## src/rtl/srr_pkg.sv

```systemverilog
// srr_pkg: types and constants shared by the selective-repeat receiver
// no dependencies
`timescale 1ns / 1ps

package srr_pkg;

  localparam int SEQ_W  = 3;
  localparam int DATA_W = 64;

  localparam logic KIND_ACK  = 1'b0;
  localparam logic KIND_DATA = 1'b1;

  typedef struct packed {
    logic              checksum_ok;
    logic [SEQ_W-1:0]  seq_num;
    logic [DATA_W-1:0] payload_word;
  } in_item_t;

  typedef struct packed {
    logic              result_kind;
    logic [SEQ_W-1:0]  ack_number;
    logic [DATA_W-1:0] delivered_data;
    logic              last_of_run;
  } out_item_t;

  typedef enum logic [1:0] {
    ST_IDLE,
    ST_ACK,
    ST_DELIVER
  } state_t;

  // controller to datapath
  typedef struct packed {
    logic capture;
    logic shift;
    logic sel_data;
  } srr_cmd_t;

  // datapath to controller
  typedef struct packed {
    logic at_base;
    logic run_end;
  } srr_status_t;

endpackage

```

## src/rtl/srr_ctrl.sv

```systemverilog
// srr_ctrl: sequencing of acknowledgment and in-order delivery transfers
// depends on srr_pkg
`timescale 1ns / 1ps

module srr_ctrl (
  input  logic                clk,
  input  logic                rst,
  input  logic                in_valid,
  input  logic                checksum_ok,
  output logic                in_stall,
  output logic                out_valid,
  input  logic                out_stall,
  output srr_pkg::srr_cmd_t   cmd,
  input  srr_pkg::srr_status_t status
);
  import srr_pkg::*;

  state_t state;
  state_t state_next;

  always_ff @(posedge clk) begin
    if (rst) begin
      state <= ST_IDLE;
    end else begin
      state <= state_next;
    end
  end

  always_comb begin
    state_next   = state;
    in_stall     = 1'b1;
    out_valid    = 1'b0;
    cmd.capture  = 1'b0;
    cmd.shift    = 1'b0;
    cmd.sel_data = 1'b0;
    case (state)
      ST_IDLE: begin
        in_stall = 1'b0;
        // a corrupted packet is taken and dropped
        if (in_valid && checksum_ok) begin
          cmd.capture = 1'b1;
          state_next  = ST_ACK;
        end
      end
      ST_ACK: begin
        out_valid = 1'b1;
        if (!out_stall) begin
          state_next = status.at_base ? ST_DELIVER : ST_IDLE;
        end
      end
      ST_DELIVER: begin
        out_valid    = 1'b1;
        cmd.sel_data = 1'b1;
        if (!out_stall) begin
          cmd.shift = 1'b1;
          if (status.run_end) begin
            state_next = ST_IDLE;
          end
        end
      end
      default: begin
        state_next = ST_IDLE;
      end
    endcase
  end

endmodule

```

## src/rtl/srr_dpath.sv

```systemverilog
// srr_dpath: window base, receive slots and result formatting
// depends on srr_pkg
`timescale 1ns / 1ps

module srr_dpath #(
  parameter int WINDOW_SIZE  = 4,
  parameter int PAYLOAD_BITS = 64
) (
  input  logic                 clk,
  input  logic                 rst,
  input  srr_pkg::in_item_t    in_data,
  input  srr_pkg::srr_cmd_t    cmd,
  output srr_pkg::srr_status_t status,
  output srr_pkg::out_item_t   out_data
);
  import srr_pkg::*;

  localparam int IDX_W = (WINDOW_SIZE > 1) ? $clog2(WINDOW_SIZE) : 1;

  logic [SEQ_W-1:0]        window_base;
  logic [WINDOW_SIZE-1:0]  slot_valid;
  logic [PAYLOAD_BITS-1:0] slot_payload [WINDOW_SIZE];
  logic [SEQ_W-1:0]        ack_seq;
  logic                    at_base;

  logic [SEQ_W-1:0]        offset;
  logic [IDX_W-1:0]        idx;
  logic                    in_window;
  logic                    do_store;
  logic [WINDOW_SIZE-1:0]  valid_after;

  assign offset    = in_data.seq_num - window_base;
  assign idx       = offset[IDX_W-1:0];
  assign in_window = ({{(32-SEQ_W){1'b0}}, offset} < 32'(WINDOW_SIZE));
  assign do_store  = in_window && !slot_valid[idx];

  // valid marks as they will stand once the head slot has gone
  assign valid_after = slot_valid >> 1;

  always_ff @(posedge clk) begin
    if (rst) begin
      window_base <= '0;
      slot_valid  <= '0;
      at_base     <= 1'b0;
    end else if (cmd.capture) begin
      at_base <= do_store && (offset == '0);
      if (do_store) begin
        slot_valid[idx] <= 1'b1;
      end
    end else if (cmd.shift) begin
      slot_valid  <= valid_after;
      window_base <= window_base + SEQ_W'(1);
    end
  end

  always_ff @(posedge clk) begin
    if (cmd.capture) begin
      ack_seq <= in_data.seq_num;
      if (do_store) begin
        slot_payload[idx] <= in_data.payload_word[PAYLOAD_BITS-1:0];
      end
    end else if (cmd.shift) begin
      for (int i = 0; i + 1 < WINDOW_SIZE; i++) begin
        slot_payload[i] <= slot_payload[i+1];
      end
    end
  end

  assign status.at_base = at_base;
  assign status.run_end = !valid_after[0];

  always_comb begin
    if (cmd.sel_data) begin
      out_data.result_kind    = KIND_DATA;
      out_data.ack_number     = '0;
      out_data.delivered_data = DATA_W'(slot_payload[0]);
      out_data.last_of_run    = !valid_after[0];
    end else begin
      out_data.result_kind    = KIND_ACK;
      out_data.ack_number     = ack_seq;
      out_data.delivered_data = '0;
      out_data.last_of_run    = !at_base;
    end
  end

endmodule

```

## src/rtl/selective_repeat_receiver_core.sv

```systemverilog
// selective_repeat_receiver_core: the acknowledgment appears in the cycle after the packet
// is taken, each in-order delivery follows in the cycle after the previous transfer.
// a packet yields one acknowledgment and up to WINDOW_SIZE deliveries, one result per
// cycle while out_stall is low, before the next packet is taken; a corrupted packet is
// dropped with no result. synchronous reset sets the window base to 0 and empties all
// slots; slot data is not reset. depends on srr_pkg, srr_ctrl, srr_dpath
`timescale 1ns / 1ps

module selective_repeat_receiver_core #(
  parameter int WINDOW_SIZE  = 4,
  parameter int PAYLOAD_BITS = 64
) (
  input  logic                clk,
  input  logic                rst,
  input  logic                in_valid,
  output logic                in_stall,
  input  srr_pkg::in_item_t   in_data,
  output logic                out_valid,
  input  logic                out_stall,
  output srr_pkg::out_item_t  out_data
);
  import srr_pkg::*;

  srr_cmd_t    cmd;
  srr_status_t status;

  srr_ctrl u_ctrl (
    .clk         (clk),
    .rst         (rst),
    .in_valid    (in_valid),
    .checksum_ok (in_data.checksum_ok),
    .in_stall    (in_stall),
    .out_valid   (out_valid),
    .out_stall   (out_stall),
    .cmd         (cmd),
    .status      (status)
  );

  srr_dpath #(
    .WINDOW_SIZE  (WINDOW_SIZE),
    .PAYLOAD_BITS (PAYLOAD_BITS)
  ) u_dpath (
    .clk      (clk),
    .rst      (rst),
    .in_data  (in_data),
    .cmd      (cmd),
    .status   (status),
    .out_data (out_data)
  );

endmodule
```

## config.mk

```make
export PLATFORM = sky130hd
export DESIGN_NAME = selective_repeat_receiver_core
export DESIGN_NICKNAME = d
export VERILOG_FILES = /design/src/rtl/srr_pkg.sv /design/src/rtl/srr_ctrl.sv /design/src/rtl/srr_dpath.sv /design/src/rtl/selective_repeat_receiver_core.sv
export SDC_FILE = /design/constraint.sdc
export NUM_CORES = 1
export LEC_CHECK = 0
export BUFFER_PORTS_ARGS = -buffer_cell sky130_fd_sc_hd__buf_2
export CAP_MARGIN = 25
export CORE_UTILIZATION = 39
export DETAILED_ROUTE_END_ITERATION = 10
export GPL_TIMING_DRIVEN = 0
export SYNTH_ARGS = -nofsm -noshare
export SYNTH_HDL_FRONTEND = slang
export SYNTH_SLANG_ARGS = --single-unit
export TNS_END_PERCENT = 10
```

## constraint.sdc

```tcl
create_clock -name clk -period 17.1 [get_ports clk]
set_input_delay 0.855 -clock clk [delete_from_list [all_inputs] [get_ports clk]]
set_output_delay 0.855 -clock clk [all_outputs]
set_load 0.1 [all_outputs]
```

==> results_dict.tcl <==
set metrics [dict create \
    grtUsageTotal 0.149 \
    initial_core_util 0.395 \
    cap_violations 0 \
    ys_seq_area_frac 0.683 \
    fin_util 0.473 \
    die_x_um 175 \
    fp-row-count 63 \
    synth_largest_area_cell "edfxtp_1" \
    rr_worst_depth 8 \
    tightest_slew_ns 0.710 \
    viasPerCell 4.79 \
    hold_depth 2 \
    synth-edff-count 259 \
    cts_buffers 29 \
    clock-sinks 269 \
    synth_commonest_cells "edfxtp_1 (259), mux2_4 (120), mux2_2 (67)" \
    drt_iter0_markers 347 \
    synth_top_cell_area_share 0.665 \
    grt_pass1_wl_um 35000 \
    clk_path_buf_depth 3 \
    ir_drop_mv 0.0528 \
    ant_nets 0 \
    wl_per_cell_um 18.5 \
    htree_levels 1 \
    drive_above_1_share 0.488 \
    maxSlewViolCount 0 \
    critPathRequiredTime_ns 16.25 \
    coreArea_um2 29600 \
    cts_root_buf "clkbuf_16" \
    crit_arrival_ns 2.97 \
    ff_latch_area_um2 7980 \
    cts_tree "yes" \
    skew_ns 0.00981 \
    worstPathMaxFanout 10 \
    relSlewSlack 0.525 \
    powerDensity_nw_per_um2 99.7 \
    grt_max_degree 54 \
    hold_viol 0 \
    grt_pass1_vias 5887 \
    post_cts_resized 0 \
    post_cts_buffers 0 \
    place.gp.congestion 0.755 \
    synth_area_leaders "edfxtp_1 (67%), mux2_4 (15%), mux2_2 (6.5%), and2_1 (3.5%), dfxtp_1 (1.7%)" \
    status "completed" \
    syn_nets 700 \
    ys_ff_latch 269 \
    min_path_type "flip-flop to flip-flop" \
    max_freq_ghz 0.261 \
    syn2layout_area_growth_pct 19.6 \
    rsz0062_at_grt "no" \
    layout.nets 879 \
    synthArstFlopShare 0 \
    p_leak_uw 0.00557 \
    io_pins 143 \
    antenna_found_initial 1 \
    multi_input_area_um2 3460 \
    finalSetupViolations 0 \
    vias 5799 \
    cp_slowest_cell "clkbuf_1" \
    avgSynthCellArea_um2 18.8 \
    die_area_um2 30700 \
    cp-start-kind "flip-flop" \
    dr.pass1.iters 4 \
    path_clk_slew_ns 0.06 \
    worstPathCellList "inv_1, ha_1, clkbuf_1, clkbuf_1, and2_1, buf_2" \
    synthCells 622 \
    routed_wl_um 22400 \
    syn-cell-area_um2 11700 \
    synthFlopType "edfxtp_1" \
    synth_most_common_cell "edfxtp_1" \
    critPathMaxStageDelay_ns 0.56 \
    crit_type "flip-flop to primary output" \
    num-fill-cells 2569 \
    fp.dieH_um 175 \
    io_buffers 141 \
    fin_tns_setup_ns 0 \
    cts-hold-fix-buffers 0 \
    ys_types 39 \
    period_needed_ns 3.82 \
    grt_overflow 0 \
    crit_top_cell "clkbuf_1" \
    drcViolationCount 0 \
    endpoint_kind "primary output" \
    min_period_over_period 0.224 \
    yosysWarnings 0 \
    hpwl_um 14600 \
    clk_latency_ns 0.53 \
]
==> metrics by stage <==
step | std cells | hold WS (ns) | area, um2 | total power [uW] | worst slack [ns]
floorplan | 622 | 0.449 | 11700 | 788 | 10.07
CTS | 1210 | 0.479 | 14000 | 1410 | 13.18
global route | 1210 | 0.504 | 14000 | 1440 | 13.06
finish | 1211 | 0.478 | 14000 | 1390 | 13.28
detailed placement | 1160 | 0.471 | 13100 | 810 | 13.48
global placement | 1153 | 0.465 | 12900 | 808 | 6.31
==> registers in the layout (all words and copies together), names as in the netlist <==
signal and cells:
u_dpath.slot_valid 4, u_dpath.ack_seq 3, u_ctrl.state 2, u_dpath.slot_payload 256
u_dpath.window_base 3, u_dpath.at_base 1
==> layout make-up <==
type                       instances  area share
clock inverter                    13     0.00940
tap                              390      0.0349
inverter                          11     0.00295
multi-input combinational        311       0.248
clock buffer                      37      0.0541
buffer                            31      0.0173
timing repair buffer             148      0.0627
sequential                       269       0.571
antenna                            1    0.000179
==> metal layers <==
metal,vias to the layer above,part of all wire,GRT usage
met5,-,0,0
met4,0,0.019,0.0402
met3,29,0.043,0.0215
met2,126,0.49,0.252
met1,2912,0.44,0.200
li1,2732,-,-
==> cell families (layout without fill, tap and decap cells) <==
family / Yosys count / after routing / share of synthesized area
DFF: 269 / 269 / 0.683
muxes: 193 / 193 / 0.224
and+or+nand+nor: 90 / 90 / 0.0483
buffers and inverters: 42 / 240 / 0.0242
AOI/OAI and AO/OA: 21 / 21 / 0.0115
adders and majority gates: 6 / 6 / 0.00707
xor gates and xnor gates: 1 / 1 / 0.00203
other: 0 / 1 / 0
==> cell usage in the layout (no fill, tap or decap), types with 3 or more instances in the layout <==
cell type	instances
buf_2	148
ha_1	5
nor2b_1	3
clkinv_2	3
dfxtp_1	10
and2_1	65
nor3_1	3
clkbuf_16	29
mux2_2	67
clkbuf_1	15
a21oi_1	7
clkinv_1	7
buf_6	15
mux2_1	5
inv_1	11
edfxtp_1	259
bufinv_16	3
buf_12	3
mux2_4	120
buf_16	4
nand2_4	3
o31ai_1	3
==> worst paths after layout <==
path,from,to,slack (ns)
worst min-delay path,u_dpath.at_base,u_dpath.at_base,0.48
worst max register to register,u_dpath.window_base[0],u_dpath.slot_payload[3][5],14.13
worst max-delay path,u_ctrl.state[0],out_data[64],13.28
worst min register to register,u_dpath.at_base,u_dpath.at_base,0.48
==> worst max-delay path: cells and delay by family, from the launching register on <==
kind / cells / cell delay [ns]
fa+ha+maj: 1 / 0.42
buf+inv: 4 / 1.46
flops: 1 / 0.33
simple gates: 1 / 0.22
==> power by group <==
group	switching [uW]	internal, uW
clock	245	353
sequential	1.90	731
combinational	29.1	33.8
Power figures use the tool's default switching activity.
